[src/hw/rtl/swmt_pkg.sv]
package swmt_pkg;

    localparam int WINDOW_SIZE = 11;
    localparam int TS_W        = 32;
    localparam int FILL_OUT_W  = 4;
    localparam int FILL_W      = $clog2(WINDOW_SIZE + 1);
    localparam int AGE_W       = (WINDOW_SIZE > 1) ? $clog2(WINDOW_SIZE) : 1;
    localparam int IDX_W       = AGE_W;

    // What one cell shows its neighbors.
    typedef struct packed {
        logic [TS_W-1:0]  value;
        logic [AGE_W-1:0] age;
        logic             valid;
        logic             le;    // valid and value <= incoming timestamp
        logic             dp;    // removed entry sits here or further left
    } cell_link_t;

    typedef struct packed {
        logic load;
        logic full;
    } cell_ctrl_t;

    localparam cell_link_t LINK_LEFT_EDGE = '{
        value: '0, age: '0, valid: 1'b1, le: 1'b1, dp: 1'b0
    };

    localparam cell_link_t LINK_RIGHT_EDGE = '{
        value: '0, age: '0, valid: 1'b0, le: 1'b0, dp: 1'b0
    };

endpackage

[src/hw/rtl/swmt_if.sv]
interface swmt_in_if;
    import swmt_pkg::*;

    logic            valid;
    logic            ready;
    logic [TS_W-1:0] new_timestamp;

    modport source (output valid, output new_timestamp, input ready);
    modport sink   (input valid, input new_timestamp, output ready);
endinterface

interface swmt_out_if;
    import swmt_pkg::*;

    logic                  valid;
    logic                  ready;
    logic [TS_W-1:0]       median_time;
    logic [FILL_OUT_W-1:0] window_fill;

    modport source (output valid, output median_time, output window_fill, input ready);
    modport sink   (input valid, input median_time, input window_fill, output ready);
endinterface

[src/hw/rtl/sliding_window_median_time.sv]
// Running median over the newest WINDOW_SIZE timestamps (median time past).
// Takes one timestamp per cycle while stamp.ready is high and returns one result
// per timestamp: the entry at rank fill/2 of the window in ascending order (upper
// median for an even fill) and the current fill. The window is a row of sorted
// cells; in the cycle of a transfer the row drops the oldest entry if the window
// is full and places the new one, each cell comparing against its neighbors; the
// ripple across the row limits the clock rate. A result waits in the pending stage
// and moves into the output register once that register is free; a waiting result
// does not stop the next transfer unless a second one is already pending.
module sliding_window_median_time
    import swmt_pkg::*;
(
    input  logic              clk,
    input  logic              rst_n,
    swmt_in_if.sink           stamp,
    swmt_out_if.source        result
);

    logic [FILL_W-1:0]     fill_reg, fill_next;
    logic                  pend_reg, pend_next;
    logic                  out_valid_reg, out_valid_next;
    logic [TS_W-1:0]       median_reg, median_next;
    logic [FILL_OUT_W-1:0] wfill_reg, wfill_next;

    logic                  accept;
    logic                  out_free;
    logic                  capture;
    logic                  full;
    cell_ctrl_t            ctrl;
    cell_link_t            lnk [WINDOW_SIZE+2];
    logic [TS_W-1:0]       cell_val [WINDOW_SIZE];
    logic [WINDOW_SIZE-1:0] cell_valid;
    logic [FILL_W-1:0]     sel;
    logic [FILL_W+FILL_OUT_W-1:0] fill_ext;

    assign full     = (fill_reg == FILL_W'(WINDOW_SIZE));
    assign out_free = !out_valid_reg || result.ready;
    assign capture  = pend_reg && out_free;
    assign stamp.ready = !pend_reg || out_free;
    assign accept   = stamp.valid && stamp.ready;

    assign ctrl.load = accept;
    assign ctrl.full = full;

    assign lnk[0]             = LINK_LEFT_EDGE;
    assign lnk[WINDOW_SIZE+1] = LINK_RIGHT_EDGE;

    for (genvar i = 0; i < WINDOW_SIZE; i++)
    begin : g_cell
        swmt_cell u_cell (
            .clk           (clk),
            .rst_n         (rst_n),
            .ctrl          (ctrl),
            .new_timestamp (stamp.new_timestamp),
            .left          (lnk[i]),
            .right         (lnk[i+2]),
            .link          (lnk[i+1])
        );
        assign cell_val[i]   = lnk[i+1].value;
        assign cell_valid[i] = lnk[i+1].valid;
    end

    assign sel      = fill_reg >> 1;
    assign fill_ext = {{FILL_OUT_W{1'b0}}, fill_reg};

    always_comb
    begin
        fill_next      = fill_reg;
        pend_next      = accept || (pend_reg && !out_free);
        out_valid_next = out_valid_reg;
        median_next    = median_reg;
        wfill_next     = wfill_reg;
        if (accept && !full)
        begin
            fill_next = fill_reg + FILL_W'(1);
        end
        if (capture)
        begin
            out_valid_next = 1'b1;
            median_next    = cell_val[sel[IDX_W-1:0]];
            wfill_next     = fill_ext[FILL_OUT_W-1:0];
        end
        else if (result.ready)
        begin
            out_valid_next = 1'b0;
        end
    end

    always_ff @(posedge clk or negedge rst_n)
    begin
        if (!rst_n)
        begin
            fill_reg      <= '0;
            pend_reg      <= 1'b0;
            out_valid_reg <= 1'b0;
        end
        else
        begin
            fill_reg      <= fill_next;
            pend_reg      <= pend_next;
            out_valid_reg <= out_valid_next;
        end
    end

    always_ff @(posedge clk)
    begin
        median_reg <= median_next;
        wfill_reg  <= wfill_next;
    end

    assign result.valid       = out_valid_reg;
    assign result.median_time = median_reg;
    assign result.window_fill = wfill_reg;

`ifndef SYNTH
    a_fill_matches_cells: assert property (@(posedge clk) disable iff (!rst_n)
        $countones(cell_valid) == int'(fill_reg))
        else $error("occupied cells disagree with fill count");

    a_remove_when_full: assert property (@(posedge clk) disable iff (!rst_n)
        accept && full |-> lnk[WINDOW_SIZE].dp)
        else $error("full window transfer found no oldest entry");

    a_no_remove_filling: assert property (@(posedge clk) disable iff (!rst_n)
        !full |-> !lnk[WINDOW_SIZE].dp)
        else $error("entry removed while window is filling");

    a_pending_captured: assert property (@(posedge clk) disable iff (!rst_n)
        capture |=> result.valid)
        else $error("pending result not presented");
`endif

endmodule

[src/hw/rtl/swmt_cell.sv]
module swmt_cell
    import swmt_pkg::*;
(
    input  logic            clk,
    input  logic            rst_n,
    input  cell_ctrl_t      ctrl,
    input  logic [TS_W-1:0] new_timestamp,
    input  cell_link_t      left,
    input  cell_link_t      right,
    output cell_link_t      link
);

    logic [TS_W-1:0]  value_reg, value_next;
    logic [AGE_W-1:0] age_reg, age_next;
    logic             valid_reg, valid_next;

    logic       le;
    logic       rm;
    logic       dp;
    logic       lt_self;
    logic       lt_left;
    cell_link_t self_link;
    cell_link_t src;

    assign le = valid_reg && (value_reg <= new_timestamp);
    assign rm = ctrl.full && valid_reg && (age_reg == AGE_W'(WINDOW_SIZE - 1));
    assign dp = left.dp | rm;

    always_comb
    begin
        self_link.value = value_reg;
        self_link.age   = age_reg;
        self_link.valid = valid_reg;
        self_link.le    = le;
        self_link.dp    = dp;
    end

    assign link = self_link;

    // Kept entry at this slot stays below the new one / kept entry one slot left does.
    assign lt_self = dp ? right.le : le;
    assign lt_left = left.dp ? le : left.le;

    always_comb
    begin
        src        = self_link;
        value_next = value_reg;
        age_next   = age_reg;
        valid_next = valid_reg;
        if (ctrl.load)
        begin
            valid_next = valid_reg | left.valid;
            if (lt_self)
            begin
                src        = dp ? right : self_link;
                value_next = src.value;
                age_next   = src.age + AGE_W'(1);
            end
            else if (lt_left)
            begin
                value_next = new_timestamp;
                age_next   = '0;
            end
            else
            begin
                src        = left.dp ? self_link : left;
                value_next = src.value;
                age_next   = src.age + AGE_W'(1);
            end
        end
    end

    always_ff @(posedge clk or negedge rst_n)
    begin
        if (!rst_n)
        begin
            valid_reg <= 1'b0;
        end
        else
        begin
            valid_reg <= valid_next;
        end
    end

    always_ff @(posedge clk)
    begin
        value_reg <= value_next;
        age_reg   <= age_next;
    end

endmodule

[src/flat_wrapper.sv]
// flat-port wrapper written by rule: the top's interface ports become plain ports
module sliding_window_median_time_flat import swmt_pkg::*;
  (clk, rst_n, stamp_valid, stamp_new_timestamp, stamp_ready, result_valid, result_median_time, result_window_fill, result_ready);
  swmt_in_if stamp_i ();
  swmt_out_if result_i ();
  input  logic clk;
  input  logic rst_n;
  input wire logic [$bits(stamp_i.valid)-1:0] stamp_valid;
  input wire logic [$bits(stamp_i.new_timestamp)-1:0] stamp_new_timestamp;
  output wire logic [$bits(stamp_i.ready)-1:0] stamp_ready;
  output wire logic [$bits(result_i.valid)-1:0] result_valid;
  output wire logic [$bits(result_i.median_time)-1:0] result_median_time;
  output wire logic [$bits(result_i.window_fill)-1:0] result_window_fill;
  input wire logic [$bits(result_i.ready)-1:0] result_ready;
  assign stamp_i.valid = stamp_valid;
  assign stamp_i.new_timestamp = stamp_new_timestamp;
  assign stamp_ready = stamp_i.ready;
  assign result_valid = result_i.valid;
  assign result_median_time = result_i.median_time;
  assign result_window_fill = result_i.window_fill;
  assign result_i.ready = result_ready;
  sliding_window_median_time u_core (.clk(clk), .rst_n(rst_n), .stamp(stamp_i), .result(result_i));
endmodule
[config.mk]
export PLATFORM = sky130hd
export DESIGN_NAME = sliding_window_median_time_flat
export DESIGN_NICKNAME = d
export VERILOG_FILES = /design/src/hw/rtl/swmt_pkg.sv /design/src/hw/rtl/swmt_if.sv /design/src/hw/rtl/sliding_window_median_time.sv /design/src/hw/rtl/swmt_cell.sv /design/src/flat_wrapper.sv
export SDC_FILE = /design/constraint.sdc
export NUM_CORES = 2
export LEC_CHECK = 0
export ABC_AREA = 1
export BUFFER_PORTS_ARGS = -buffer_cell sky130_fd_sc_hd__buf_4
export CAP_MARGIN = 20
export CELL_PAD_IN_SITES_DETAIL_PLACEMENT = 0
export CELL_PAD_IN_SITES_GLOBAL_PLACEMENT = 1
export CORE_MARGIN = 1.5
export CORE_UTILIZATION = 48
export DETAILED_ROUTE_END_ITERATION = 6
export GPL_TIMING_DRIVEN = 0
export MAX_ROUTING_LAYER = met4
export PLACE_DENSITY = 0.85
export SKIP_CTS_REPAIR_TIMING = 1
export SLEW_MARGIN = 5
export SYNTH_ARGS = -nofsm -noshare
export SYNTH_HDL_FRONTEND = slang
export SYNTH_HIERARCHICAL = 1
export SYNTH_SLANG_ARGS = --single-unit
[constraint.sdc]
create_clock -name clk -period 9.2 [get_ports clk]
set_clock_uncertainty 0.05 [all_clocks]
set_input_delay 1.38 -clock clk [delete_from_list [all_inputs] [get_ports clk]]
set_output_delay 1.38 -clock clk [all_outputs]
set_load 0.02 [all_outputs]
# ---- Word level (Yosys, flattened, before mapping)
# Index checks and enable logic that the tools add are counted.
dict set report word_totals {
  reg_bits 449
  in_bits 36
  output_inout_bits 38
  word_cells 210
}
dict set report op_classes {
  bitwise 21
  n_lt_le_gt_ge 12
  n_mux 68
  addsub 12
  reduce_logical 46
  eq_ne 13
}
# operator count
set ops {}
lappend ops {{$mux W32} 23}
lappend ops {{$mux W39} 11}
lappend ops {{$le A32 B32 Y1} 11}
lappend ops {{$bmux W32 S4} 1}
lappend ops {{$mux W4} 20}
lappend ops {{$add A4 B1 Y4 const B} 12}
lappend ops {{$eq A4 B4 Y1 const B} 12}
lappend ops {{$logic_and A1 B1 Y1} 37}
lappend ops {{$or A1 B1 Y1} 20}
lappend ops {{$mux W1} 13}
lappend ops {{$ge A5 B5 Y1 const B} 1}
lappend ops {{$not A3 Y5} 1}
lappend ops {{$logic_not A1 Y1} 4}
lappend ops {{$logic_or A1 B1 Y1} 3}
lappend ops {{$ne A2 B2 Y1 const B} 1}
lappend ops {{$reduce_and A2 Y1} 1}
lappend ops {{$reduce_bool A2 Y1} 1}

# ---- Logic depth before layout (Yosys ltp)
dict set report logic_depth {
  word_depth 17
  mapped_depth 45
  mapped_depth_nobuf 33
}

# ---- Cells and area by module
# Netlist, hierarchy kept.
# module n_inst cells_per_inst seq_area_each_um2 area_each_um2
set by_module_without_submodules {}
lappend by_module_without_submodules {{swmt_cell (u_core.g_cell[0].u_cell ...)} 10 452 1106.1 3283.1}
lappend by_module_without_submodules {sliding_window_median_time 1 930 1231.2 4902.2}
lappend by_module_without_submodules {{swmt_cell (u_core.g_cell[9].u_cell)} 1 451 1106.1 3224.3}

# ---- Worst setup path before layout
# Ideal clock, no wire load.
dict set report synth_path {
  path_kind {register to register}
  startpoint {register u_core.fill_reg[2]}
  endpoint {register u_core.g_cell[10].u_cell.value_reg[0] (enable)}
  path_stages_with_launch 42
  path_slack_ns 2.603
  t_required_ns 8.729
  path_buffers 12
  synth_period_minus_slack_ns 6.597
  setup_time_ns 0.421
  arrival_ns 6.126
  cell_sequence {dfrtp_1 -> buf_2 -> inv_2 -> buf_6 -> nand3_1 -> inv_1 -> nand2_1 -> nor3_2 -> nand3_2 -> nand2_4 -> buf_4 -> inv_2 -> nand2_4 -> buf_4 -> inv_2 -> nand2_4 -> buf_4 -> inv_2 -> (+6 left out) -> nand2_4 -> buf_4 -> inv_2 -> nand2_4 -> buf_4 -> inv_2 -> nand2_4 -> buf_4 -> inv_2 -> nand2_4 -> buf_4 -> inv_2 -> nand2_4 -> buf_4 -> inv_2 -> nand4_2 -> nand2_1 -> nor2_1}
}
dict set report synth_via {
  elab_chain_len 16
  elab_cells_between_ends 36
  cone_classes {eq/ne (2); mux (1); bitwise (10); reduce/logical (23)}
}
# item line
set synth_rtl {}
lappend synth_rtl {{start: declaration} sliding_window_median_time.sv:19} ;# logic [FILL_W-1:0] fill_reg, fill_next;
lappend synth_rtl {{start signal: assignment} sliding_window_median_time.sv:99} ;# fill_reg <= fill_next;
lappend synth_rtl {{$eq A4 B4 Y1 *} sliding_window_median_time.sv:36} ;# assign full = (fill_reg == FILL_W'(WINDOW_SIZE));
lappend synth_rtl {{via u_core.full} sliding_window_median_time.sv:28} ;# logic full;
lappend synth_rtl {{$logic_and A1 B1 Y1 * (2 in a row)} swmt_cell.sv:26} ;# assign rm = ctrl.full && valid_reg && (age_reg == AGE_W'(WINDOW_SIZE - 1));
lappend synth_rtl {{via u_core.g_cell[0].u_cell.dp} swmt_cell.sv:19} ;# logic dp;
lappend synth_rtl {{$or A1 B1 Y1 *} swmt_cell.sv:27} ;# assign dp = left.dp | rm;
lappend synth_rtl {{via u_core.g_cell[1].u_cell.dp} swmt_cell.sv:19}
lappend synth_rtl {{$or A1 B1 Y1 *} swmt_cell.sv:27}
lappend synth_rtl {{via u_core.g_cell[2].u_cell.dp} swmt_cell.sv:19}
lappend synth_rtl {{(+1 left out)} -}
lappend synth_rtl {{via u_core.g_cell[3].u_cell.dp} swmt_cell.sv:19}
lappend synth_rtl {{(+1 left out)} -}
lappend synth_rtl {{via u_core.g_cell[4].u_cell.dp} swmt_cell.sv:19}
lappend synth_rtl {{(+1 left out)} -}
lappend synth_rtl {{via u_core.g_cell[5].u_cell.dp} swmt_cell.sv:19}
lappend synth_rtl {{(+1 left out)} -}
lappend synth_rtl {{via u_core.g_cell[6].u_cell.dp} swmt_cell.sv:19}
lappend synth_rtl {{(+1 left out)} -}
lappend synth_rtl {{via u_core.g_cell[7].u_cell.dp} swmt_cell.sv:19}
lappend synth_rtl {{$or A1 B1 Y1 *} swmt_cell.sv:27}
lappend synth_rtl {{via u_core.g_cell[8].u_cell.dp} swmt_cell.sv:19}
lappend synth_rtl {{$or A1 B1 Y1 *} swmt_cell.sv:27}
lappend synth_rtl {{via u_core.g_cell[9].u_cell.dp} swmt_cell.sv:19}
lappend synth_rtl {{$or A1 B1 Y1 *} swmt_cell.sv:27}
lappend synth_rtl {{$mux W1} swmt_cell.sv:41} ;# assign lt_self = dp ? right.le : le;
lappend synth_rtl {{$ne A2 B2 Y1 (no source line) *} -}
lappend synth_rtl {{$reduce_and A2 Y1 (no source line) *} -}
lappend synth_rtl {{end signal: assignment} swmt_cell.sv:87} ;# value_reg <= value_next;
lappend synth_rtl {{end: declaration} swmt_cell.sv:13} ;# logic [TS_W-1:0] value_reg, value_next;
# The timed path passes the listed nets; every way through them passes the cells marked *.
# A chain may end at the register's enable or synchronous reset.

# ---- Worst setup path in the final report
dict set report layout_path {
  startpoint {register u_core.fill_reg[2]}
  endpoint {register u_core.g_cell[10].u_cell.value_reg[23], data pin}
}
dict set report layout_via {
  elab_chain_len 15
  elab_cells_between_ends 38
  cone_classes {eq/ne (1); mux (5); bitwise (10); reduce/logical (22)}
}
# item line
set layout_rtl {}
lappend layout_rtl {{$eq A4 B4 Y1 *} sliding_window_median_time.sv:36}
lappend layout_rtl {{via u_core.full} sliding_window_median_time.sv:28}
lappend layout_rtl {{$logic_and A1 B1 Y1 * (2 in a row)} swmt_cell.sv:26}
lappend layout_rtl {{via u_core.g_cell[0].u_cell.dp} swmt_cell.sv:19}
lappend layout_rtl {{$or A1 B1 Y1 *} swmt_cell.sv:27}
lappend layout_rtl {{via u_core.g_cell[1].u_cell.dp} swmt_cell.sv:19}
lappend layout_rtl {{$or A1 B1 Y1 *} swmt_cell.sv:27}
lappend layout_rtl {{via u_core.g_cell[2].u_cell.dp} swmt_cell.sv:19}
lappend layout_rtl {{(+1 left out)} -}
lappend layout_rtl {{via u_core.g_cell[3].u_cell.dp} swmt_cell.sv:19}
lappend layout_rtl {{(+1 left out)} -}
lappend layout_rtl {{via u_core.g_cell[4].u_cell.dp} swmt_cell.sv:19}
lappend layout_rtl {{(+1 left out)} -}
lappend layout_rtl {{via u_core.g_cell[5].u_cell.dp} swmt_cell.sv:19}
lappend layout_rtl {{(+1 left out)} -}
lappend layout_rtl {{via u_core.g_cell[6].u_cell.dp} swmt_cell.sv:19}
lappend layout_rtl {{(+1 left out)} -}
lappend layout_rtl {{via u_core.g_cell[7].u_cell.dp} swmt_cell.sv:19}
lappend layout_rtl {{$or A1 B1 Y1 *} swmt_cell.sv:27}
lappend layout_rtl {{via u_core.g_cell[8].u_cell.dp} swmt_cell.sv:19}
lappend layout_rtl {{$or A1 B1 Y1 *} swmt_cell.sv:27}
lappend layout_rtl {{via u_core.g_cell[9].u_cell.dp} swmt_cell.sv:19}
lappend layout_rtl {{$mux W39, or another cell as far along} -}
lappend layout_rtl {{$mux W32 or $mux W1 (tied branches)} {swmt_cell.sv:59, swmt_cell.sv:41}}
lappend layout_rtl {{$mux W32 *} swmt_cell.sv:53} ;# if (lt_self)
# Marked as above.

==> results.cfg <==
[run_status]
status = complete, no violations

[global_routing]
grt_pass1_wl_um = 185000
antenna_found_initial = 3
grt_max_degree = 68
overflow = 0
grt_pass1_vias = 33400
grtUsageTotal_pct = 27.9

[placed_design]
placed_cell_area_um2 = 43600
dp_slack_ns = 2.03
gp_congestion = 0.897
io_buffers = 73
dp.final_hpwl_um = 94400
place_inst = 7198

[die]
rows = 106
dieArea_um2 = 87100
ios = 74
coreArea_um2 = 84100
die_w_um = 295
floorplan.initialDensity_pct = 48.7
die_h_um = 295

[worst_setup_path]
endpoint_kind = flip-flop
timing.rr.start = u_core/fill_reg[2]$_DFFE_PN0P_
worstSetupEndpoint = u_core/g_cell[10].u_cell/value_reg[23]$_DFFE_PP_
worstPathRequired_ns = 9.65
reg2reg_to = u_core/g_cell[10].u_cell/value_reg[23]$_DFFE_PP_
reg2reg_depth = 43
critical-path-max-stage-delay_ns = 0.51
cp.arrival_ns = 7.67
r2r_setup_slack_ns = 1.98
crit_fanout = 11
worstSetupStartpointType = flip-flop
crit_path_top_delay_cell = nor2_1
crit_type = flip-flop to flip-flop
cp-startpoint = u_core/fill_reg[2]$_DFFE_PN0P_

[route]
post_drt_wl_per_cell_um = 16.2
vias = 35000
detail-route-antenna-nets = 0
viasPerCell = 4.79
first_iter_violations = 2229
drc = 0
drtPass1Iterations = 6
route.final.wire_length_um = 119000

[sta]
fin_crit_sh_pct = 78.5
slew-limit-headroom_pct = 38.6
setup_tns_ns = 0
fmax_mhz = 139
hold_viol = 0
finalHoldWorstSlack_ns = 0.467
worstMarginPinSlew_ns = 0.918
setup_slack_ns = 1.98
period_minus_slack_ns = 7.22
rsz0062_at_grt = false
drv_slew = 0
setup_viol = 0

[finish]
fin_area_um2 = 45600
syn2layout_area_growth_pct = 11.3
num-fill-cells = 8478
largest_register_ffs = 352
drive_gt1_share_pct = 15.2
final_cell_count_no_fill = 7309
nNetsFinal = 6535
final_util_pct = 54.2

[power_and_ir_drop]
vdd_drop_max_uv = 160
p_leak_nw = 24.7
power.total_mw = 9.38
power_density_nw_per_um2 = 206

[logic_synthesis]
syn_inst = 5899
yosysWarnings = 6
postSynthAreaPerCell_um2 = 6.94
netlist_area_um2 = 40900

[clock_tree]
htree_num_levels = 2
root_buffer = clkbuf_16
cts_buffers = 58
clkTransAtPathRegs_ns = 0.06
cts.path.max_buffers = 3
cts_tree = built
clock_latency_ns = 0.64
cts_num_sinks = 449

[flow_run]
cap_violations = 0

[worst_hold_path]
holdCritPathClass = flip-flop to flip-flop
==> worst min path at each step <==
stage	from	end	slack [ns]	cells after the start
2_1_floorplan	u_core/fill_reg[2]$_DFFE_PN0P_	u_core/result.window_fill[2]$_DFFE_PP_	0.37	0
3_3_place_gp	u_core/pend_reg$_DFF_PN0_	u_core/result.valid$_DFFE_PN0P_	0.42	2
3_5_place_dp	u_core/pend_reg$_DFF_PN0_	u_core/result.valid$_DFFE_PN0P_	0.45	2
4_1_cts	u_core/pend_reg$_DFF_PN0_	u_core/result.valid$_DFFE_PN0P_	0.47	2
5_1_grt	u_core/pend_reg$_DFF_PN0_	u_core/result.valid$_DFFE_PN0P_	0.51	2
6_report	u_core/pend_reg$_DFF_PN0_	u_core/result.valid$_DFFE_PN0P_	0.47	2
==> routing by layer <==
metal  wire length, um  track usage (%)  part of all wire [%]
met5                 0                -                     0
met4              4250             9.43                   3.6
met3              5350             2.49                   4.5
met2             55800             46.7                    47
met1             53300             35.6                    45
==> final cells by class <==
class	instances	area [um2]	share of cell area [%]
clock inverter	30	340	0.747
timing repair buffer	84	843	1.85
sequential	449	13400	29.4
buffer	214	1710	3.74
inverter	827	3130	6.88
clock buffer	78	1630	3.58
tap	1134	1420	3.11
multi-input combinational	4490	23100	50.7
antenna	3	7.51	0.0165
==> layout by cell type, fill, tap and decap left out, types with 21 or more instances in the layout <==
cell / instances
a21oi_1: 121
a21oi_2: 22
buf_2: 53
buf_4: 109
buf_6: 71
clkbuf_1: 52
clkbuf_16: 61
clkinv_1: 22
conb_1: 83
edfxtp_1: 432
ha_1: 375
inv_1: 768
inv_2: 35
mux2i_1: 22
nand2_1: 2809
nand2_2: 402
nand2_4: 32
nand3_1: 182
nand3_2: 21
nand4_1: 22
nor2_1: 121
nor2_2: 33
o21a_1: 22
o21ai_0: 90
o21ai_1: 22
xor2_1: 44
==> power by group <==
| group | internal [mW] | switching (mW) |
|---|---|---|
| clock | 1.45 | 0.939 |
| sequential | 2.74 | 0.333 |
| combinational | 1.33 | 2.58 |
==> critical path: cells and delay by family (launching register included) <==
kind | cells | cell delay (ns)
buffers and inverters | 24 | 4.14
and+or+nand+nor | 19 | 2.40
DFF | 1 | 0.44
No activity file was read; power rests on OpenSTA's default activity.
